==> src/design/ufpf_pkg.sv <==
// ----------------------------------------------------------------------------
// UDP frame parse filter package
// Shared types and constants for the header parser and verdict logic.
// ----------------------------------------------------------------------------
package ufpf_pkg;

  localparam int CountWidth = 17;
  localparam int LenWidth   = 18;
  localparam int CfgIdxWidth  = 8;
  localparam int CfgDataWidth = 32;

  localparam logic [CountWidth-1:0] COUNT_MAX = '1;

  // Header field byte offsets within the frame.
  localparam logic [CountWidth-1:0] OFF_ETHER_TYPE = 17'd12;
  localparam logic [CountWidth-1:0] OFF_VER_IHL    = 17'd14;
  localparam logic [CountWidth-1:0] OFF_UDP_MIN    = 17'd15;
  localparam logic [CountWidth-1:0] OFF_TOTAL_LEN  = 17'd16;
  localparam logic [CountWidth-1:0] OFF_PROTOCOL   = 17'd23;
  localparam logic [CountWidth-1:0] OFF_IP_SRC     = 17'd26;
  localparam logic [CountWidth-1:0] OFF_IP_DST     = 17'd30;

  localparam logic [6:0]  ETH_HDR_LEN    = 7'd14;
  localparam logic [6:0]  IP_MIN_HDR     = 7'd20;
  localparam logic [6:0]  UDP_HDR_LEN    = 7'd8;
  localparam logic [6:0]  MIN_FRAME_LEN  = 7'd42;
  localparam logic [15:0] ETHERTYPE_IPV4 = 16'h0800;
  localparam logic [3:0]  IP_VERSION_4   = 4'd4;
  localparam logic [7:0]  PROTO_UDP      = 8'd17;

  typedef enum logic [CfgIdxWidth-1:0] {
    REG_DST_IP_FILTER   = 8'd0,
    REG_DST_PORT_FILTER = 8'd1
  } cfg_reg_t;

  // Header summary of one finished frame, handed from parser to checker.
  typedef struct packed {
    logic [15:0]         ether_type;
    logic [7:0]          version_ihl;
    logic [7:0]          ip_protocol;
    logic [15:0]         ip_total_length;
    logic [31:0]         ip_source;
    logic [31:0]         ip_destination;
    logic [15:0]         udp_source_port;
    logic [15:0]         udp_dest_port;
    logic [15:0]         udp_length;
    logic [LenWidth-1:0] frame_bytes;
  } frame_rec_t;

endpackage

==> src/design/ufpf_ifs.sv <==
// ----------------------------------------------------------------------------
// UDP frame parse filter channel interfaces
// Byte input, verdict output and configuration write channels.
// ----------------------------------------------------------------------------
interface ufpf_byte_if;
  logic       valid;
  logic       ready;
  logic [7:0] data_byte;
  logic       last;

  modport source (output valid, data_byte, last, input ready);
  modport sink   (input valid, data_byte, last, output ready);
endinterface

interface ufpf_res_if;
  logic        valid;
  logic        ready;
  logic        accepted;
  logic [31:0] source_ip;
  logic [15:0] source_port;
  logic [15:0] payload_length;
  logic [6:0]  payload_offset;

  modport source (output valid, accepted, source_ip, source_port, payload_length,
                  payload_offset, input ready);
  modport sink   (input valid, accepted, source_ip, source_port, payload_length,
                  payload_offset, output ready);
endinterface

interface ufpf_cfg_if;
  logic        valid;
  logic        ready;
  logic [7:0]  index;
  logic [31:0] data;

  modport source (output valid, index, data, input ready);
  modport sink   (input valid, index, data, output ready);
endinterface

==> src/design/ufpf_front.sv <==
// ----------------------------------------------------------------------------
// UDP frame parse filter front end
// Takes one frame byte per word, captures header fields by offset and
// pushes a header summary into the queue on the last byte.
// ----------------------------------------------------------------------------
module ufpf_front
  import ufpf_pkg::*;
(
  input  logic        clk,
  input  logic        rst,
  ufpf_byte_if.sink   in_ch,
  input  logic        q_full,
  output logic        q_push,
  output frame_rec_t  q_rec
);

  logic [CountWidth-1:0] byte_count;
  logic [CountWidth-1:0] byte_count_next;
  logic [15:0] ether_type, ether_type_next;
  logic [7:0]  version_ihl, version_ihl_next;
  logic [7:0]  ip_protocol, ip_protocol_next;
  logic [15:0] ip_total_length, ip_total_length_next;
  logic [31:0] ip_source, ip_source_next;
  logic [31:0] ip_destination, ip_destination_next;
  logic [15:0] udp_source_port, udp_source_port_next;
  logic [15:0] udp_dest_port, udp_dest_port_next;
  logic [15:0] udp_length, udp_length_next;
  logic [6:0]  udp_base;
  logic [CountWidth-1:0] udp_k;
  logic        accept;
  logic [7:0]  b;

  assign in_ch.ready = !q_full;
  assign accept      = in_ch.valid && in_ch.ready;
  assign b           = in_ch.data_byte;

  // The UDP header follows the IP header, whose size comes from the IHL
  // captured earlier in this frame.
  assign udp_base = ETH_HDR_LEN + {1'b0, version_ihl[3:0], 2'b00};
  assign udp_k    = byte_count - CountWidth'(udp_base);

  always_comb begin
    ether_type_next      = ether_type;
    version_ihl_next     = version_ihl;
    ip_protocol_next     = ip_protocol;
    ip_total_length_next = ip_total_length;
    ip_source_next       = ip_source;
    ip_destination_next  = ip_destination;
    udp_source_port_next = udp_source_port;
    udp_dest_port_next   = udp_dest_port;
    udp_length_next      = udp_length;

    unique case (byte_count)
      OFF_ETHER_TYPE:           ether_type_next[15:8]      = b;
      OFF_ETHER_TYPE + 17'd1:   ether_type_next[7:0]       = b;
      OFF_VER_IHL:              version_ihl_next           = b;
      OFF_TOTAL_LEN:            ip_total_length_next[15:8] = b;
      OFF_TOTAL_LEN + 17'd1:    ip_total_length_next[7:0]  = b;
      OFF_PROTOCOL:             ip_protocol_next           = b;
      OFF_IP_SRC:               ip_source_next[31:24]      = b;
      OFF_IP_SRC + 17'd1:       ip_source_next[23:16]      = b;
      OFF_IP_SRC + 17'd2:       ip_source_next[15:8]       = b;
      OFF_IP_SRC + 17'd3:       ip_source_next[7:0]        = b;
      OFF_IP_DST:               ip_destination_next[31:24] = b;
      OFF_IP_DST + 17'd1:       ip_destination_next[23:16] = b;
      OFF_IP_DST + 17'd2:       ip_destination_next[15:8]  = b;
      OFF_IP_DST + 17'd3:       ip_destination_next[7:0]   = b;
      default: ;
    endcase

    if (byte_count >= OFF_UDP_MIN && byte_count >= CountWidth'(udp_base) &&
        udp_k < 17'd6) begin
      unique case (udp_k[2:0])
        3'd0:    udp_source_port_next[15:8] = b;
        3'd1:    udp_source_port_next[7:0]  = b;
        3'd2:    udp_dest_port_next[15:8]   = b;
        3'd3:    udp_dest_port_next[7:0]    = b;
        3'd4:    udp_length_next[15:8]      = b;
        3'd5:    udp_length_next[7:0]       = b;
        default: ;
      endcase
    end

    byte_count_next = (byte_count == COUNT_MAX) ? byte_count : byte_count + 17'd1;
  end

  // The summary includes whatever the last byte itself contributes.
  always_comb begin
    q_push                = accept && in_ch.last;
    q_rec.ether_type      = ether_type_next;
    q_rec.version_ihl     = version_ihl_next;
    q_rec.ip_protocol     = ip_protocol_next;
    q_rec.ip_total_length = ip_total_length_next;
    q_rec.ip_source       = ip_source_next;
    q_rec.ip_destination  = ip_destination_next;
    q_rec.udp_source_port = udp_source_port_next;
    q_rec.udp_dest_port   = udp_dest_port_next;
    q_rec.udp_length      = udp_length_next;
    q_rec.frame_bytes     = {1'b0, byte_count} + 18'd1;
  end

  always_ff @(posedge clk) begin
    if (rst || (accept && in_ch.last)) begin
      byte_count      <= '0;
      ether_type      <= '0;
      version_ihl     <= '0;
      ip_protocol     <= '0;
      ip_total_length <= '0;
      ip_source       <= '0;
      ip_destination  <= '0;
      udp_source_port <= '0;
      udp_dest_port   <= '0;
      udp_length      <= '0;
    end else if (accept) begin
      byte_count      <= byte_count_next;
      ether_type      <= ether_type_next;
      version_ihl     <= version_ihl_next;
      ip_protocol     <= ip_protocol_next;
      ip_total_length <= ip_total_length_next;
      ip_source       <= ip_source_next;
      ip_destination  <= ip_destination_next;
      udp_source_port <= udp_source_port_next;
      udp_dest_port   <= udp_dest_port_next;
      udp_length      <= udp_length_next;
    end
  end

  a_clear_after_last: assert property (@(posedge clk) disable iff (rst)
    accept && in_ch.last |=> byte_count == '0 && version_ihl == '0)
    else $error("frame state not cleared after last word");

  a_count_step: assert property (@(posedge clk) disable iff (rst)
    accept && !in_ch.last && byte_count != COUNT_MAX |=>
      byte_count == $past(byte_count) + 17'd1)
    else $error("byte counter did not advance");

  a_fresh_frame: assert property (@(posedge clk) disable iff (rst)
    byte_count == '0 |-> ether_type == '0 && udp_length == '0 && ip_source == '0)
    else $error("stale header fields at frame start");

endmodule

==> src/design/ufpf_queue.sv <==
// ----------------------------------------------------------------------------
// UDP frame parse filter summary queue
// Short FIFO of header summaries between the parser and the checker.
// ----------------------------------------------------------------------------
module ufpf_queue
  import ufpf_pkg::*;
#(
  parameter int Depth = 2
) (
  input  logic       clk,
  input  logic       rst,
  input  logic       push,
  input  frame_rec_t push_rec,
  output logic       full,
  input  logic       pop,
  output logic       empty,
  output frame_rec_t head_rec
);

  localparam int PtrWidth = (Depth > 1) ? $clog2(Depth) : 1;
  localparam int CntWidth = $clog2(Depth + 1);

  frame_rec_t          entries [Depth];
  logic [PtrWidth-1:0] wr_ptr;
  logic [PtrWidth-1:0] rd_ptr;
  logic [CntWidth-1:0] count;

  assign full     = (count == CntWidth'(Depth));
  assign empty    = (count == '0);
  assign head_rec = entries[rd_ptr];

  always_ff @(posedge clk) begin
    if (push && !full) begin
      entries[wr_ptr] <= push_rec;
    end
  end

  always_ff @(posedge clk) begin
    if (rst) begin
      wr_ptr <= '0;
      rd_ptr <= '0;
      count  <= '0;
    end else begin
      if (push && !full) begin
        wr_ptr <= (wr_ptr == PtrWidth'(Depth - 1)) ? '0 : wr_ptr + 1'b1;
      end
      if (pop && !empty) begin
        rd_ptr <= (rd_ptr == PtrWidth'(Depth - 1)) ? '0 : rd_ptr + 1'b1;
      end
      unique case ({push && !full, pop && !empty})
        2'b10:   count <= count + 1'b1;
        2'b01:   count <= count - 1'b1;
        default: count <= count;
      endcase
    end
  end

endmodule

==> src/design/ufpf_back.sv <==
// ----------------------------------------------------------------------------
// UDP frame parse filter back end
// Holds the filter registers, checks one header summary per cycle while the output register is free, and
// registers the verdict toward the output channel.
// ----------------------------------------------------------------------------
module ufpf_back
  import ufpf_pkg::*;
(
  input  logic        clk,
  input  logic        rst,
  ufpf_cfg_if.sink    cfg,
  input  logic        q_empty,
  input  frame_rec_t  q_head,
  output logic        q_pop,
  ufpf_res_if.source  out_ch
);

  logic [31:0] dst_ip_filter;
  logic [15:0] dst_port_filter;
  logic [6:0]  hdr_len;
  logic [6:0]  pay_off;
  logic        ok;
  logic        out_free;

  assign cfg.ready = 1'b1;

  always_ff @(posedge clk) begin
    if (rst) begin
      dst_ip_filter   <= '0;
      dst_port_filter <= '0;
    end else if (cfg.valid) begin
      if (cfg.index == REG_DST_IP_FILTER) begin
        dst_ip_filter <= cfg.data;
      end else if (cfg.index == REG_DST_PORT_FILTER) begin
        dst_port_filter <= cfg.data[15:0];
      end
    end
  end

  assign hdr_len = {1'b0, q_head.version_ihl[3:0], 2'b00};
  assign pay_off = ETH_HDR_LEN + hdr_len + UDP_HDR_LEN;

  always_comb begin
    ok = (q_head.frame_bytes >= LenWidth'(MIN_FRAME_LEN)) &&
         (q_head.ether_type == ETHERTYPE_IPV4) &&
         (q_head.version_ihl[7:4] == IP_VERSION_4) &&
         (hdr_len >= IP_MIN_HDR) &&
         (q_head.ip_protocol == PROTO_UDP) &&
         (dst_ip_filter == '0 || q_head.ip_destination == dst_ip_filter) &&
         ({2'b00, q_head.ip_total_length} + LenWidth'(ETH_HDR_LEN) <=
           q_head.frame_bytes) &&
         (LenWidth'(pay_off) <= q_head.frame_bytes) &&
         (dst_port_filter == '0 || q_head.udp_dest_port == dst_port_filter) &&
         (q_head.udp_length >= 16'(UDP_HDR_LEN));
  end

  assign out_free = !out_ch.valid || out_ch.ready;
  assign q_pop    = !q_empty && out_free;

  always_ff @(posedge clk) begin
    if (rst) begin
      out_ch.valid <= 1'b0;
    end else if (out_free) begin
      out_ch.valid <= !q_empty;
    end
  end

  // A rejected frame reports all payload fields as zero.
  always_ff @(posedge clk) begin
    if (q_pop) begin
      out_ch.accepted       <= ok;
      out_ch.source_ip      <= ok ? q_head.ip_source : '0;
      out_ch.source_port    <= ok ? q_head.udp_source_port : '0;
      out_ch.payload_length <= ok ? q_head.udp_length - 16'(UDP_HDR_LEN) : '0;
      out_ch.payload_offset <= ok ? pay_off : '0;
    end
  end

  a_reject_zero: assert property (@(posedge clk) disable iff (rst)
    out_ch.valid && !out_ch.accepted |->
      out_ch.source_ip == '0 && out_ch.source_port == '0 &&
      out_ch.payload_length == '0 && out_ch.payload_offset == '0)
    else $error("rejected word carries nonzero fields");

  a_pop_loads: assert property (@(posedge clk) disable iff (rst)
    q_pop |=> out_ch.valid)
    else $error("popped summary did not reach the output register");

  a_offset_range: assert property (@(posedge clk) disable iff (rst)
    out_ch.valid && out_ch.accepted |->
      out_ch.payload_offset >= MIN_FRAME_LEN && out_ch.payload_length <= 16'd65527)
    else $error("accepted word has impossible offset or length");

endmodule

==> src/design/udp_frame_parse_filter.sv <==
// ----------------------------------------------------------------------------
// UDP frame parse filter
// Parses Ethernet/IPv4/UDP headers from a byte stream and gives one
// verdict word per frame, filtered by destination address and port.
// ----------------------------------------------------------------------------
// Throughput: one frame byte per cycle while the summary queue is not full, including across frames.
// The summary enters the queue at the edge that takes the last byte and moves
// into the output register, which gives the verdict word, once that register is free.
// The summary queue of QueueDepth entries absorbs output stalls; input stalls
// only when it is full. Synchronous reset clears all frame state, the filters
// (to zero, meaning no filtering) and the queue; no clearing pass is needed.
module udp_frame_parse_filter
  import ufpf_pkg::*;
#(
  parameter int QueueDepth = 2
) (
  input  logic        clk,
  input  logic        rst,
  ufpf_byte_if.sink   in_ch,
  ufpf_res_if.source  out_ch,
  ufpf_cfg_if.sink    cfg
);

  logic       q_push;
  logic       q_full;
  logic       q_pop;
  logic       q_empty;
  frame_rec_t q_in_rec;
  frame_rec_t q_head;

  ufpf_front u_front (
    .clk    (clk),
    .rst    (rst),
    .in_ch  (in_ch),
    .q_full (q_full),
    .q_push (q_push),
    .q_rec  (q_in_rec)
  );

  ufpf_queue #(
    .Depth (QueueDepth)
  ) u_queue (
    .clk      (clk),
    .rst      (rst),
    .push     (q_push),
    .push_rec (q_in_rec),
    .full     (q_full),
    .pop      (q_pop),
    .empty    (q_empty),
    .head_rec (q_head)
  );

  ufpf_back u_back (
    .clk     (clk),
    .rst     (rst),
    .cfg     (cfg),
    .q_empty (q_empty),
    .q_head  (q_head),
    .q_pop   (q_pop),
    .out_ch  (out_ch)
  );

endmodule

==> src/flat_wrapper.sv <==
// flat-port wrapper written by rule: the top's interface ports become plain ports
module udp_frame_parse_filter_flat import ufpf_pkg::*;
#(
  parameter int QueueDepth = 2
)
  (clk, rst, in_ch_valid, in_ch_data_byte, in_ch_last, in_ch_ready, out_ch_valid, out_ch_accepted, out_ch_source_ip, out_ch_source_port, out_ch_payload_length, out_ch_payload_offset, out_ch_ready, cfg_valid, cfg_index, cfg_data, cfg_ready);
  ufpf_byte_if in_ch_i ();
  ufpf_res_if out_ch_i ();
  ufpf_cfg_if cfg_i ();
  input  logic clk;
  input  logic rst;
  input wire logic [$bits(in_ch_i.valid)-1:0] in_ch_valid;
  input wire logic [$bits(in_ch_i.data_byte)-1:0] in_ch_data_byte;
  input wire logic [$bits(in_ch_i.last)-1:0] in_ch_last;
  output wire logic [$bits(in_ch_i.ready)-1:0] in_ch_ready;
  output wire logic [$bits(out_ch_i.valid)-1:0] out_ch_valid;
  output wire logic [$bits(out_ch_i.accepted)-1:0] out_ch_accepted;
  output wire logic [$bits(out_ch_i.source_ip)-1:0] out_ch_source_ip;
  output wire logic [$bits(out_ch_i.source_port)-1:0] out_ch_source_port;
  output wire logic [$bits(out_ch_i.payload_length)-1:0] out_ch_payload_length;
  output wire logic [$bits(out_ch_i.payload_offset)-1:0] out_ch_payload_offset;
  input wire logic [$bits(out_ch_i.ready)-1:0] out_ch_ready;
  input wire logic [$bits(cfg_i.valid)-1:0] cfg_valid;
  input wire logic [$bits(cfg_i.index)-1:0] cfg_index;
  input wire logic [$bits(cfg_i.data)-1:0] cfg_data;
  output wire logic [$bits(cfg_i.ready)-1:0] cfg_ready;
  assign in_ch_i.valid = in_ch_valid;
  assign in_ch_i.data_byte = in_ch_data_byte;
  assign in_ch_i.last = in_ch_last;
  assign in_ch_ready = in_ch_i.ready;
  assign out_ch_valid = out_ch_i.valid;
  assign out_ch_accepted = out_ch_i.accepted;
  assign out_ch_source_ip = out_ch_i.source_ip;
  assign out_ch_source_port = out_ch_i.source_port;
  assign out_ch_payload_length = out_ch_i.payload_length;
  assign out_ch_payload_offset = out_ch_i.payload_offset;
  assign out_ch_i.ready = out_ch_ready;
  assign cfg_i.valid = cfg_valid;
  assign cfg_i.index = cfg_index;
  assign cfg_i.data = cfg_data;
  assign cfg_ready = cfg_i.ready;
  udp_frame_parse_filter #(.QueueDepth(QueueDepth)) u_core (.clk(clk), .rst(rst), .in_ch(in_ch_i), .out_ch(out_ch_i), .cfg(cfg_i));
endmodule
==> config.mk <==
export PLATFORM = sky130hd
export DESIGN_NAME = udp_frame_parse_filter_flat
export DESIGN_NICKNAME = d
export VERILOG_FILES = /design/src/design/ufpf_pkg.sv /design/src/design/ufpf_ifs.sv /design/src/design/ufpf_front.sv /design/src/design/ufpf_queue.sv /design/src/design/ufpf_back.sv /design/src/design/udp_frame_parse_filter.sv /design/src/flat_wrapper.sv
export SDC_FILE = /design/constraint.sdc
export NUM_CORES = 1
export LEC_CHECK = 0
export ABC_CLOCK_PERIOD_IN_PS = 27200
export BUFFER_PORTS_ARGS = -buffer_cell sky130_fd_sc_hd__buf_2
export CAP_MARGIN = 5
export CORE_MARGIN = 4
export CORE_UTILIZATION = 59
export CTS_BUF_LIST = sky130_fd_sc_hd__clkbuf_4 sky130_fd_sc_hd__clkbuf_8
export CTS_CLUSTER_SIZE = 28
export DETAILED_ROUTE_END_ITERATION = 10
export PLACE_DENSITY = 0.77
export SLEW_MARGIN = 20
export SYNTH_ARGS = -nofsm -noshare
export SYNTH_HDL_FRONTEND = slang
export SYNTH_SLANG_ARGS = --single-unit
export TNS_END_PERCENT = 1
==> constraint.sdc <==
create_clock -name clk -period 27.2 [get_ports clk]
set_input_delay 4.08 -clock clk [delete_from_list [all_inputs] [get_ports clk]]
set_output_delay 4.08 -clock clk [all_outputs]
set_load 0.01 [all_outputs]
Word level (Yosys, flattened, before mapping)

Memory sizes are Yosys's and may differ from the RTL's. A register that Yosys moved wholly into a read port is not among the register bits.
Index checks and enable logic that the tools add are counted.

Magnitude comparators: 8
Bitwise gates (word level): 2
Equality and inequality tests: 29
Add/subtract/negate cells: 12
Reduce and logical (&&, ||, !) cells: 32
Muxes and demuxes: 30

Operator list:

| operator              | number |
|---|---|
| $mux 8                | 20 |
| $eq 17x5->1 const B   | 9 |
| $eq 17x4->1 const B   | 3 |
| $mux 16               | 3 |
| $eq 17x6->1 const B   | 2 |
| $eq 32x32->1          | 1 |
| $logic_not 32->1      | 1 |
| $add 17x1->18 const B | 1 |
| $ge 18x6->1 const B   | 1 |
| $le 17x18->1          | 1 |
| $le 7x18->1           | 1 |
| $add 16x4->17 const B | 1 |
| $add 17x1->17 const B | 1 |
| $eq 17x17->1 const B  | 1 |
| $ge 17x4->1 const B   | 1 |
| $ge 17x7->1           | 1 |
| $lt 17x3->1 const B   | 1 |
| $sub 17x7->17         | 1 |
| $eq 16x12->1 const B  | 1 |
| $eq 16x16->1          | 1 |
| $ge 16x4->1 const B   | 1 |
| $logic_and 1x1->1     | 16 |
| $logic_not 16->1      | 1 |
| $sub 16x4->16 const B | 1 |
| other kinds (25)      | 42 |

Register bits: 302
Memories: 1
Input bits: 54
Word-level logic and storage cells: 135
Output and inout port bits: 75
RAM bits: 356

Memories:

| name                   | words | width | read ports | clocked after Yosys merged registers in | wr ports | line             | source |
|---|---|---|---|---|---|---|---|
| u_core.u_queue.entries | 2     | 178   | 1          | 1                                       | 1        | ufpf_queue.sv:23 | `frame_rec_t entries [Depth];` |

Logic depth before layout (Yosys ltp)

Gate-level depths: netlist (run 1).

Word-level depth: 10
Depth in mapped cells: 25

By module

A second synthesis (run 1) with hierarchy kept.

Cell total of the unflattened synthesis: 2311
Area, all modules: 29168.0 µm²

By module, submodules not included:

| module     | cells each | area an instance (µm²) | times used |
|---|---|---|---|
| ufpf_queue | 580        | 13056.3                | 1 |
| ufpf_front | 1055       | 9579.2                 | 1 |
| ufpf_back  | 676        | 6532.5                 | 1 |

Worst setup path after synthesis (run 1)

No wires, ideal clock.

Path type: in2reg
From: input in_ch_valid
To: memory u_core.u_queue.entries[0][0] (netlist bit), enable pin
Arrival time: 11.893 ns
Required time: 26.481 ns
Cell stages on the path: 4
Buffers on the path: 1
Slack: 14.588 ns
Path through: and2_1 > clkbuf_1 > nand2_1 > nor2_1

Cells in the longest elaborated chain, start to end: 5

RTL lines:

| item                         | line               | source |
|---|---|---|
| from (decl)                  | flat_wrapper.sv:12 | `input wire logic [$bits(in_ch_i.valid)-1:0] in_ch_valid;` |
| $logic_and 1x1->1            | ufpf_front.sv:34   | `assign accept = in_ch.valid && in_ch.ready;` |
| $logic_and 1x1->1            | ufpf_front.sv:89   | `q_push = accept && in_ch.last;` |
| $logic_and 1x1->1            | ufpf_queue.sv:33   | `if (push && !full) begin` |
| $mux 1                       | ufpf_queue.sv:33   |  |
| $mux 1 (implied by the code) | ufpf_queue.sv:34   | `entries[wr_ptr] <= push_rec;` |
| to (decl)                    | ufpf_queue.sv:23   |  |

No other way between the ends.

Final worst setup path (run 1)

From: input in_ch_valid
To: memory u_core.u_queue.entries[1][58] (netlist bit), enable pin

Same word-level chain as after synthesis.

==> results.md, run 1 <==
* Cell Count, Final, Fillers Out at 3014
* Initial antenna violation count at 1
* Synth Register Bits at approximately 660
* Rows at about 80
* Biggest area consumer among synthesized cells: edfxtp_1
* Clk slew on worst S/H paths at 0.06 ns
* Setup Skew at 0.0447 ns
* 1st-iter DRT viols at ~1800
* Max Slew Vio Count at 0
* GP Congestion at approximately 0.84
* Static leakage at 0.0118 uW
* Starting density of the core at 0.601
* Slew at the pin with the worst max-slew slack at 1.14 ns
* DR vias at around 18000
* Critical path origin: in_ch_valid
* Final Hold Viols at 0
* R2R setup slack at 21.25 ns
* CORE AREA at 46800 sq um
* Crit start category: input pin
* # fillers at between 3000 and 4000
* Max stage delay cell, worst path: and3_4
* CP Capture Type: register
* DP Wirelength at 39800 um
* Total grt overflow at 0
* CP Class: input pin to register
* Drt via density at between 5 and 6
* Crit path to: u_core.u_queue.entries[1][58]
* Sequential element share of the synthesized area at 0.621
* Max incr delay on CP at 0.93 ns
* Total Routed Length at about 64000 um
* PortBufs at 126
* First-pass GRT wire length at 98000 um
* Post-DP Area at between 20000 and 30000 sq um
* Root Buffer: clkbuf_8
* Final ANT Viol Nets at 0
* Final Critical Period at between 6 and 7 ns
* Number of H-tree levels at 3
* Critical Path Most Common Cell: buf_4
* Max-cap violation count at 0
* Setup tns final at 0 ns
* Hold Path Class: register to register
* DRC Markers at 0
* Synth cell count leaders: edfxtp_1 (427), nand2_1 (233), dfxtp_1 (231), mux2i_1 (215), mux2_2 (153)
* Synthesized Nets at 2301
* Post-Syn Instances at approximately 2200
* Netlist cell types at 67
* Most frequent cell after synthesis: edfxtp_1
* WP data required at ~27 ns
* Slew HR at 0.241
* Overall routing resource usage at 0.247
* CTS buffer count at 104
* Synthesized area per cell at about 13 sq um
* Post-Synth XOR/XNOR Area at 0.0340
* Synth area leaders: edfxtp_1 (46%), dfxtp_1 (16%), mux2i_1 (7.7%), mux2_2 (6.1%), nand2_1 (3.1%)
* Wirelength per Cell at 21.3 um
* RSZ-0062 raised after global routing: no
* RR Endpoint: u_core.u_back.out_ch.payload_length[10]
* Maximum VDD drop at 44.5 uV
* Die footprint at between 50000 and 60000 sq um
* EDFF count, synth at about 430
* Final core occ at 0.671
* CTS-repair resized insts at 0
* Cell area after layout at 31400 sq um
* Sink Count at between 600 and 700
* Top-area cell type share of the netlist area at 0.457
* Die height at around 230 um
* Die Span X at about 230 um
* CP max FO at 69
* Tcrit/Tclk final at 0.239
* Placed insts at roughly 2800
* Area Growth Syn to Fin at 11.8%
* Post-CTS Hold Buffers at 0
* Largest family of logic cells by synthesized area: multiplexers
* Crit-path cells: buf_2 > and2_2 > buf_4 > and3_4 > buf_4
* Asr flop ratio synth at 0
* Post-placement setup slack at 19.97 ns
* Peak Freq at approximately 0.15 GHz
* Worst-skew pair later-pin latency at around 0.67 ns
* Fin worst setup slack at ~21 ns
* Synth warn at 0
* Post-CTS setup buffers at 0
* P per Cell Area at 83.7 nW/um^2
* Pre-Repair DR Iteration Count at 5
* Post-synthesis adder-cell area fraction at 0.0190
* Setup violations, final at 0
* Outcome: completed
* Post-synthesis mux area share at 0.144
* Vias in the first global route at roughly 18000
* Synth Area in Compound Gates at 0.0562
* Largest net degree at the start of global routing at roughly 180
* Worst endpoint data arrival time at approximately 6.8 ns
* Main flop type after synthesis: edfxtp_1
* Clock Path Buffers at 3
* Post-Synth Simple-Gate Area at 0.104
* Final nets at 2413
* Synth Cell Area at around 28000 sq um
* Share of layout cells above drive strength 1 at 0.226
* CTS tree: built
* Worst reg2reg path depth at 10
* I/O pin count at 129
report_power, final:
part	leakage, uW	internal (uW)	switching [uW]
logic	0.00467	194	319
clock network	0.00123	520	375
registers	0.00592	1180	44.8
total	0.0118	1890	739
metal layers:
layer / global-route usage / vias up / wire length [um]
li1: - / 8283 / -
met1: 0.324 / 8833 / 26900
met2: 0.412 / 604 / 31100
met3: 0.0416 / 138 / 3930
met4: 0.0992 / 0 / 2130
met5: 0 / - / 0
state kept, by name, indices dropped and copies added, names as in the netlist, 17 cells and up, named ones only:
name and flops:
u_core.u_back.out_ch.source_ip 32, u_core.u_back.dst_ip_filter 32, u_core.u_front.ip_destination 32, u_core.u_front.ip_source 32
u_core.u_queue.entries 356, u_core.u_front.byte_count 17
how the worst min path moves through the flow:
stage	slack [ns]	to	cells after the start	from
after floorplan	0.43	u_core.u_front.ether_type[0]	2	u_core.u_front.ether_type[0]
after global routing	0.47	u_core.u_front.ip_protocol[4]	2	u_core.u_front.ip_protocol[4]
after global placement	0.44	u_core.u_front.ether_type[6]	2	u_core.u_front.ether_type[6]
after detailed placement	0.45	u_core.u_front.version_ihl[6]	2	u_core.u_front.version_ihl[6]
after CTS	0.46	u_core.u_front.version_ihl[6]	2	u_core.u_front.version_ihl[6]
final	0.45	u_core.u_front.version_ihl[6]	2	u_core.u_front.version_ihl[6]
critical path, delay by kind of cell:
| kind | cells | cell delay [ns] |
|---|---|---|
| buffers and inverters | 3 | 1.54 |
| and+or+nand+nor | 2 | 1.06 |
metrics by stage:
step,total power [uW],hold slack (ns)
2_1_floorplan,1600,0.433
3_3_place_gp,1740,0.438
3_5_place_dp,1750,0.447
4_1_cts,2650,0.456
5_1_grt,2740,0.474
6_report,2630,0.453
final cells by class:
type                            instances  area [sq um]  share of cell area
Inverter                               13          48.8             0.00155
Sequential cell                       658         17500               0.556
Clock buffer                          173          2080              0.0663
Tap cell                              607           759              0.0242
Multi-Input combinational cell       1400         10100               0.321
Clock inverter                         22           210             0.00670
Antenna cell                            1          2.50           0.0000797
Timing Repair Buffer                  140           748              0.0238
cell usage in the layout, fill, tap and decap left out, types with 41 or more instances in the layout:
master    count
clkbuf_8    125
nor2_1      143
dfxtp_1     230
edfxtp_1    427
nand3_1      56
nand2_1     232
buf_2       126
o21ai_0      77
a21oi_1      97
ha_1         41
mux2_2      153
clkbuf_4     48
xnor2_1      70
mux2i_1     215
logic make-up after synthesis:
family | count (synthesis)
flops | 658
simple gates | 610
mux | 380
compound gates | 257
buf+inv | 147
xor+xnor | 109
fa+ha+maj | 42
other cells | 2
No activity file was read; power rests on OpenSTA's default activity.
==> run 2: changes to the inputs <==
--- a/config.mk
+++ b/config.mk
@@ -5,7 +5,8 @@
 export SDC_FILE = /design/constraint.sdc
 export NUM_CORES = 1
 export LEC_CHECK = 0
-export ABC_CLOCK_PERIOD_IN_PS = 27200
+export ABC_AREA = 1
+export ABC_CLOCK_PERIOD_IN_PS = 6550
 export BUFFER_PORTS_ARGS = -buffer_cell sky130_fd_sc_hd__buf_2
 export CAP_MARGIN = 5
 export CORE_MARGIN = 4
==> constraint.sdc (replaced) <==
create_clock -name clk -period 6.55 [get_ports clk]
set_input_delay 0.9825 -clock clk [delete_from_list [all_inputs] [get_ports clk]]
set_output_delay 0.9825 -clock clk [all_outputs]
set_load 0.01 [all_outputs]
==> run 2 against run 1 <==
Compared with the run above:
- final cell count up 31%
- highest routed layer is now met5
- area after synthesis up 5.4%
- flip-flop and latch count is the same
- largest cell class unchanged
- worst setup slack worse by 19 ns
- final area rose by 4.6%
- critical path type is now register to register
- global-route usage up 1.4 points
==> results.md, run 2 <==
* Max stage delay cell, worst path: clkinv_2 (was and3_4)
* Die footprint at 53800 sq um (was 51200 sq um)
* Final Critical Period at 5.19 ns
* Sequential element share of the synthesized area at 0.590 (was 0.621)
* CP max FO at 44 (was 69)
* Top routing layer used: met5 (was met4)
* Wirelength per Cell at 17.9 um (was 21.3 um)
* Crit-path cells: inv_2 > nand2_1 > nand2_1 > inv_1 > ha_1 > nand2_1 > nand2_1 > nor2_1 > nand2_1 > nor3_2 > nand3_1 > nor2_1 > xor2_1 > inv_1 > ha_1 > nand4_1 > o41ai_1 > clkinv_2 > buf_12 > nor3_2 (was buf_2 > and2_2 > buf_4 > and3_4 > buf_4)
* Asr flop ratio synth at 0 (unchanged)
* Setup violations, final at 0 (unchanged)
* Rows at 81 (was 79)
* Synthesized Nets at 3181 (was 2301)
* Crit start category: register (was input pin)
* Post-CTS Hold Buffers at 0 (unchanged)
* Tcrit/Tclk final at 0.792
* Max reg flops at 356 (unchanged)
* RR Endpoint: u_core.u_back.out_ch.source_port[9] (was u_core.u_back.out_ch.payload_length[10])
* Cell area after layout at 32800 sq um (was 31400 sq um)
* Register area at 17500 sq um (unchanged)
* CP Capture Type: register (unchanged)
* Main flop type after synthesis: edfxtp_1 (unchanged)
* Min-delay src: u_core.u_queue.rd_ptr (was u_core.u_front.version_ihl[6])
* CTS-repair resized insts at 0 (unchanged)
* DP Wirelength at 43800 um (was 39800 um)
* Max Slew Vio Count at 0 (unchanged)
* Initial antenna violation count at 2 (was 1)
* 1st-iter DRT viols at 1953 (was 1769)
* PortBufs at 126 (unchanged)
* Worst reg2reg path depth at 20 (was 10)
* Number of H-tree levels at 3 (unchanged)
* CTS buffer count at 102 (was 104)
* Post-CTS setup buffers at 0 (unchanged)
* Area Growth Syn to Fin at 10.9% (was 11.8%)
* GP Congestion at 0.868 (was 0.836)
* Root Buffer: clkbuf_8 (unchanged)
* DR vias at 21600 (was 17900)
* Peak Freq at just under 0.2 GHz
* Maximum VDD drop at 288 uV (was 44.5 uV)
* Final Hold Viols at 0 (unchanged)
* Final ANT Viol Nets at 0 (unchanged)
* First-pass GRT wire length at 111000 um (was 98000 um)
* Multi-input logic area at 9950 sq um (was 10100 sq um)
* Vias in the first global route at 21100 (was 17900)
* M1 WL at 28900 um (was 26900 um)
* CORE AREA at 49300 sq um (was 46800 sq um)
* Clk slew on worst S/H paths at 0.07 ns (was 0.06 ns)
* Max-cap violation count at 0 (unchanged)
* Drt via density at 5.49 (was 5.93)
* Sink Count at 658 (unchanged)
* Final core occ at 0.666 (was 0.671)
* Synth warn at 0 (unchanged)
* Synth Register Bits at 658 (unchanged)
* Ant diodes at 0 (was 1)
* Die Span X at 232 um (was 226 um)
* Hold Path Class: register to register (unchanged)
* Synthesized area per cell at 9.59 sq um (was 12.7 sq um)
* Commonest non-fill, non-tap cells in the layout: nand2_1 (559), edfxtp_1 (427), inv_1 (382) (was edfxtp_1 (427), nand2_1 (232), dfxtp_1 (230))
* R2R setup slack at 1.36 ns (was 21.25 ns)
* Total Routed Length at 70500 um (was 64100 um)
* RSZ-0062 raised after global routing: no (unchanged)
* Critical Path Most Common Cell: nand2_1 (was buf_4)
* Share of layout cells above drive strength 1 at 0.138 (was 0.226)
* Overall routing resource usage at 0.260 (was 0.247)
* Largest reg by FF count: u_core.u_queue.entries (unchanged)
* CP Class: register to register (was input pin to register)
* DRC Markers at 0 (unchanged)
* Worst-skew pair later-pin latency at 0.71 ns (was 0.67 ns)
* Pre-Repair DR Iteration Count at 5 (unchanged)
* Most common cell after layout, fill and taps aside: nand2_1 (was edfxtp_1)
* WP data required at 7.08 ns (was 27.47 ns)
* Starting density of the core at 0.601 (about the same)
* Largest net degree at the start of global routing at 155 (was 179)
* Post-Syn Instances at 3085 (was 2205)
* Outcome: completed (unchanged)
* Most frequent cell after synthesis: nand2_1 (was edfxtp_1)
* CTS tree: built (unchanged)
* Slew HR at 0.196 (was 0.241)
* WL met2 at 33400 um (was 31100 um)
* Slew at the pin with the worst max-slew slack at 1.21 ns (was 1.14 ns)
* WHS Path Cells at 1 (was 2)
* Die height at 232 um (was 226 um)
* Worst endpoint data arrival time at 5.72 ns (was 6.78 ns)
* Synth area leaders: edfxtp_1 (43%), dfxtp_1 (16%), nand2_1 (7.1%), o21ai_0 (5.3%), inv_1 (4.9%) (was edfxtp_1 (46%), dfxtp_1 (16%), mux2i_1 (7.7%), mux2_2 (6.1%), nand2_1 (3.1%))
* Setup Skew at 0.0235 ns (was 0.0447 ns)
* Biggest area consumer among synthesized cells: edfxtp_1 (unchanged)
* Max incr delay on CP at 0.76 ns (was 0.93 ns)
* EDFF count, synth at 427 (unchanged)
* I/O pin count at 129 (unchanged)
* Routed wl met3 at 6080 um (was 3930 um)
* Static leakage at 0.0142 uW (was 0.0118 uW)
* Setup tns final at 0 ns (unchanged)
* Post-DP Area at 30600 sq um (was 29100 sq um)
* P per Cell Area at 364 nW/um^2 (was 83.7 nW/um^2)
* # fillers at 3744 (was 3325)
* Final nets at 3284 (was 2413)
* Clock Path Buffers at 3 (unchanged)
* Synth Cell Area at 29600 sq um (was 28100 sq um)
* Hold worst-path end: u_core.u_queue.rd_ptr (was u_core.u_front.version_ihl[6])
* Netlist cell types at 49 (was 67)
* Total grt overflow at 0 (unchanged)
* Synth cell count leaders: nand2_1 (561), edfxtp_1 (427), inv_1 (383), nor2_1 (382), o21ai_0 (311) (was edfxtp_1 (427), nand2_1 (233), dfxtp_1 (231), mux2i_1 (215), mux2_2 (153))
* Top-area cell type share of the netlist area at 0.433 (was 0.457)
-- run 2: layer usage --
metal | vias to the layer above | GRT usage
met2 | 862 | 0.431
met3 | 162 | 0.0556
met5 | - | 0
li1 | 10400 | -
met4 | 2 | 0.0900
met1 | 10200 | 0.344
-- run 2: metrics by stage --
step                hold WS [ns]  worst slack (ns)  std cells  power, uW
finish                     0.473              1.36       3941      11900
global route               0.484              1.03       3941      12600
CTS                        0.466              1.38       3941      12000
detailed placement         0.457              1.42       3748       8350
global placement           0.440              1.48       3748       8220
floorplan                  0.426             -2.94       3085       7580
-- run 2: cell families (layout without fill, tap and decap cells) --
logic type,Yosys count,count (layout),synth area share
buf+inv,544,736,0.0760
flops,658,658,0.590
compound gates,477,477,0.0860
fa+ha+maj,42,42,0.0180
simple gates,1216,1216,0.184
mux,70,70,0.0237
other cells,2,2,0.000254
xor+xnor,76,76,0.0225
-- run 2: critical path, delay by kind of cell (launching register included) --
family	cells	cell delay [ns]
compound gates	1	0.67
fa+ha+maj	2	0.51
buf+inv	5	1.74
xor+xnor	1	0.16
simple gates	11	1.41
flops	1	0.49
-- run 2: area by class of cell --
| class | count | share of cell area |
|---|---|---|
| flip-flops and latches | 658 | 0.532 |
| multi-input cells | 1883 | 0.303 |
| clock buffers | 154 | 0.0583 |
| inverters | 390 | 0.0448 |
| repair buffers | 153 | 0.0273 |
| well taps | 664 | 0.0253 |
| clock inverters | 39 | 0.00930 |
-- run 2: power breakdown --
group	switching [uW]	internal [uW]	leakage, uW
registers	223	5040	0.00594
clock network	1610	2040	0.00118
logic	2090	942	0.00705
total	3930	8020	0.0142
-- run 2: how the worst max path moves through the flow --
stage               slack, ns         from                                  end  depth (start not counted)
finish                   1.36     register  u_core.u_back.out_ch.source_port[9]                         20
global route             1.03     register   u_core.u_back.out_ch.source_ip[26]                         22
CTS                      1.38     register  u_core.u_back.out_ch.source_port[9]                         20
detailed placement       1.42     register   u_core.u_back.out_ch.source_ip[27]                         20
global placement         1.48     register   u_core.u_back.out_ch.source_ip[17]                         20
floorplan               -2.94  in_ch_valid         u_core.u_queue.entries[0][0]                          4
==> run 3: changes to the inputs <==
--- a/config.mk
+++ b/config.mk
@@ -6,15 +6,15 @@
 export NUM_CORES = 1
 export LEC_CHECK = 0
 export ABC_AREA = 1
-export ABC_CLOCK_PERIOD_IN_PS = 6550
+export ABC_CLOCK_PERIOD_IN_PS = 4300
 export BUFFER_PORTS_ARGS = -buffer_cell sky130_fd_sc_hd__buf_2
 export CAP_MARGIN = 5
 export CORE_MARGIN = 4
-export CORE_UTILIZATION = 59
+export CORE_UTILIZATION = 58
 export CTS_BUF_LIST = sky130_fd_sc_hd__clkbuf_4 sky130_fd_sc_hd__clkbuf_8
 export CTS_CLUSTER_SIZE = 28
 export DETAILED_ROUTE_END_ITERATION = 10
-export PLACE_DENSITY = 0.77
+export PLACE_DENSITY = 0.79
 export SLEW_MARGIN = 20
 export SYNTH_ARGS = -nofsm -noshare
 export SYNTH_HDL_FRONTEND = slang
==> constraint.sdc (replaced) <==
create_clock -name clk -period 4.3 [get_ports clk]
set_input_delay 0.645 -clock clk [delete_from_list [all_inputs] [get_ports clk]]
set_output_delay 0.645 -clock clk [all_outputs]
set_load 0.01 [all_outputs]
==> run 3 against run 2 <==
Compared with the run above:
- fmax is 29% higher
- combinational power is 53% higher
- global-route usage is 1.7 points lower
- register-to-register slack worse by 1.1 ns
- core utilization is 0.98 points lower
- die area is 1.7% higher
- sequential share of layout area is 0.30 points lower
- total power is 54% higher
- clock power is 58% higher
- critical path type unchanged
- critical endpoint is now u_core.u_back.out_ch.payload_length[13]
- largest power group unchanged
- highest routed layer is now met4
==> results.md, run 3 (synthesis gave the netlist of run 2 again) <==
* R2R setup slack at 0.28 ns (was 1.36 ns)
* CP Class: register to register (unchanged)
* Die height at 234 um (was 232 um)
* Min-delay src: cfg_data[21] (was u_core.u_queue.rd_ptr)
* Crit start category: register (unchanged)
* Post-CTS setup buffers at 0 (unchanged)
* Total Routed Length at 67400 um (was 70500 um)
* First-pass GRT wire length at 106000 um (was 111000 um)
* Static leakage at 0.0143 uW (was 0.0142 uW)
* GP Congestion at 0.865 (was 0.868)
* Tcrit/Tclk final at 0.935 (was 0.792)
* Fin worst setup slack at 0.280 ns (was 1.36 ns)
* CTS buffer count at 105 (was 102)
* Wirelength per Cell at 17.0 um (was 17.9 um)
* Clk slew on worst S/H paths at 0.06 ns (was 0.07 ns)
* WHS Path Cells at 3 (was 1)
* Final Critical Period at 4.02 ns (was 5.19 ns)
* Initial antenna violation count at 1 (was 2)
* Root Buffer: clkbuf_8 (unchanged)
* Worst endpoint data arrival time at 4.45 ns (was 5.72 ns)
* Total grt overflow at 0 (unchanged)
* Max incr delay on CP at 0.43 ns (was 0.76 ns)
* Largest net degree at the start of global routing at 137 (was 155)
* Ant diodes at 0 (unchanged)
* Final ANT Viol Nets at 0 (unchanged)
* Max reg flops at 356 (unchanged)
* Max-cap violation count at 0 (unchanged)
* WP data required at 4.72 ns (was 7.08 ns)
* Starting density of the core at 0.589 (was 0.601)
* Outcome: completed (unchanged)
* Setup violations, final at 0 (unchanged)
* Peak Freq at 0.249 GHz (was 0.193 GHz)
* CTS-repair resized insts at 0 (unchanged)
* CORE AREA at 50300 sq um (was 49300 sq um)
* Slew HR at 0.303 (was 0.196)
* CP max FO at 52 (was 44)
* Post-placement setup slack at 0.249 ns (was 1.42 ns)
* Worst reg2reg path depth at 25 (was 20)
* Die footprint at 54700 sq um (was 53800 sq um)
* Area Growth Syn to Fin at 11.5% (was 10.9%)
* 1st-iter DRT viols at 2030 (was 1953)
* P per Cell Area at 557 nW/um^2 (was 364 nW/um^2)
* Die Span X at 234 um (was 232 um)
* Rows at 82 (was 81)
* PortBufs at 126 (unchanged)
* RSZ-0062 raised after global routing: no (unchanged)
* Number of H-tree levels at 3 (unchanged)
* Final Hold Viols at 0 (unchanged)
* # fillers at 3805 (was 3744)
* Critical Path Most Common Cell: nand2_1 (unchanged)
* Maximum VDD drop at 369 uV (was 288 uV)
* CTS tree: built (unchanged)
* Setup Skew at 0.0371 ns (was 0.0235 ns)
* Hold Path Class: input pin to register (was register to register)
* Hold worst-path end: u_core.u_back.dst_ip_filter[21] (was u_core.u_queue.rd_ptr)
* DP Wirelength at 42800 um (was 43800 um)
* Final core occ at 0.657 (was 0.666)
* Post-CTS Hold Buffers at 0 (unchanged)
* DRC Markers at 0 (unchanged)
* RR Endpoint: u_core.u_back.out_ch.payload_length[13] (was u_core.u_back.out_ch.source_port[9])
* Slew at the pin with the worst max-slew slack at 1.04 ns (was 1.21 ns)
* Final nets at 3292 (was 3284)
* Most common cell after layout, fill and taps aside: nand2_1 (unchanged)
* Commonest non-fill, non-tap cells in the layout: nand2_1 (559), edfxtp_1 (427), inv_1 (381) (was nand2_1 (559), edfxtp_1 (427), inv_1 (382))
* DR vias at 21600 (about the same)
* Max stage delay cell, worst path: dfxtp_4 (was clkinv_2)
* Max Slew Vio Count at 0 (unchanged)
* Total power draw at 18400 uW (was 11900 uW)
* Sink Count at 658 (unchanged)
* Clock Path Buffers at 3 (unchanged)
* I/O pin count at 129 (unchanged)
* Overall routing resource usage at 0.243 (was 0.260)
* Worst-skew pair later-pin latency at 0.71 ns (about the same)
* CP Capture Type: register (unchanged)
* Largest reg by FF count: u_core.u_queue.entries (unchanged)
* Share of layout cells above drive strength 1 at 0.142 (was 0.138)
* Drt via density at 5.47 (was 5.49)
* Pre-Repair DR Iteration Count at 5 (unchanged)
* Vias in the first global route at 21200 (was 21100)
[run 3: cell type report]
type	count	area, sq um	share of cell area
Sequential cell	658	17500	0.529
Multi-Input combinational cell	1883	9960	0.302
Clock buffer	157	1970	0.0596
Inverter	390	1470	0.0445
Timing Repair Buffer	158	958	0.0290
Tap cell	672	841	0.0255
Clock inverter	41	363	0.0110
[run 3: per-layer routing]
metal | vias up | part of all wire | global-route usage
met5 | - | 0 | 0
met4 | 0 | 0.027 | 0.0895
met3 | 141 | 0.075 | 0.0412
met2 | 775 | 0.48 | 0.412
met1 | 10300 | 0.41 | 0.317
li1 | 10400 | - | -
[run 3: metrics by stage]
stage	cells	hold slack, ns	cell area (sq um)	setup TNS, ns
3_5_place_dp	3761	0.453	30700	0
3_3_place_gp	3761	0.439	30700	0
6_report	3959	0.177	33000	0
2_1_floorplan	3085	0.426	29600	-703.84
5_1_grt	3959	0.163	33000	0
4_1_cts	3959	0.126	33000	0
[run 3: worst max-delay path by stage]
stage                      from  slack (ns)                                       to
floorplan           in_ch_valid       -1.86             u_core.u_queue.entries[0][0]
global placement       register        0.44   u_core.u_back.out_ch.payload_length[5]
detailed placement     register        0.25  u_core.u_back.out_ch.payload_length[13]
CTS                    register        0.22  u_core.u_back.out_ch.payload_length[13]
global route           register        0.02  u_core.u_back.out_ch.payload_length[13]
finish                 register        0.28  u_core.u_back.out_ch.payload_length[13]
[run 3: where the power goes]
| group | internal, uW | switching (uW) | total [uW] |
|---|---|---|---|
| logic | 1460 | 3180 | 4650 |
| registers | 7680 | 300 | 7980 |
| clock network | 3300 | 2470 | 5770 |
| total | 12400 | 5950 | 18400 |
[run 3: critical path, delay by kind of cell, from the launching register on]
family                   cells  cell delay (ns)
AO/OA/AOI/OAI                2             0.19
XOR/XNOR                     1             0.16
adder cells (fa/ha/maj)      2             0.52
buffers and inverters        5             0.77
flip-flops                   1             0.43
AND/OR/NAND/NOR             15             1.64
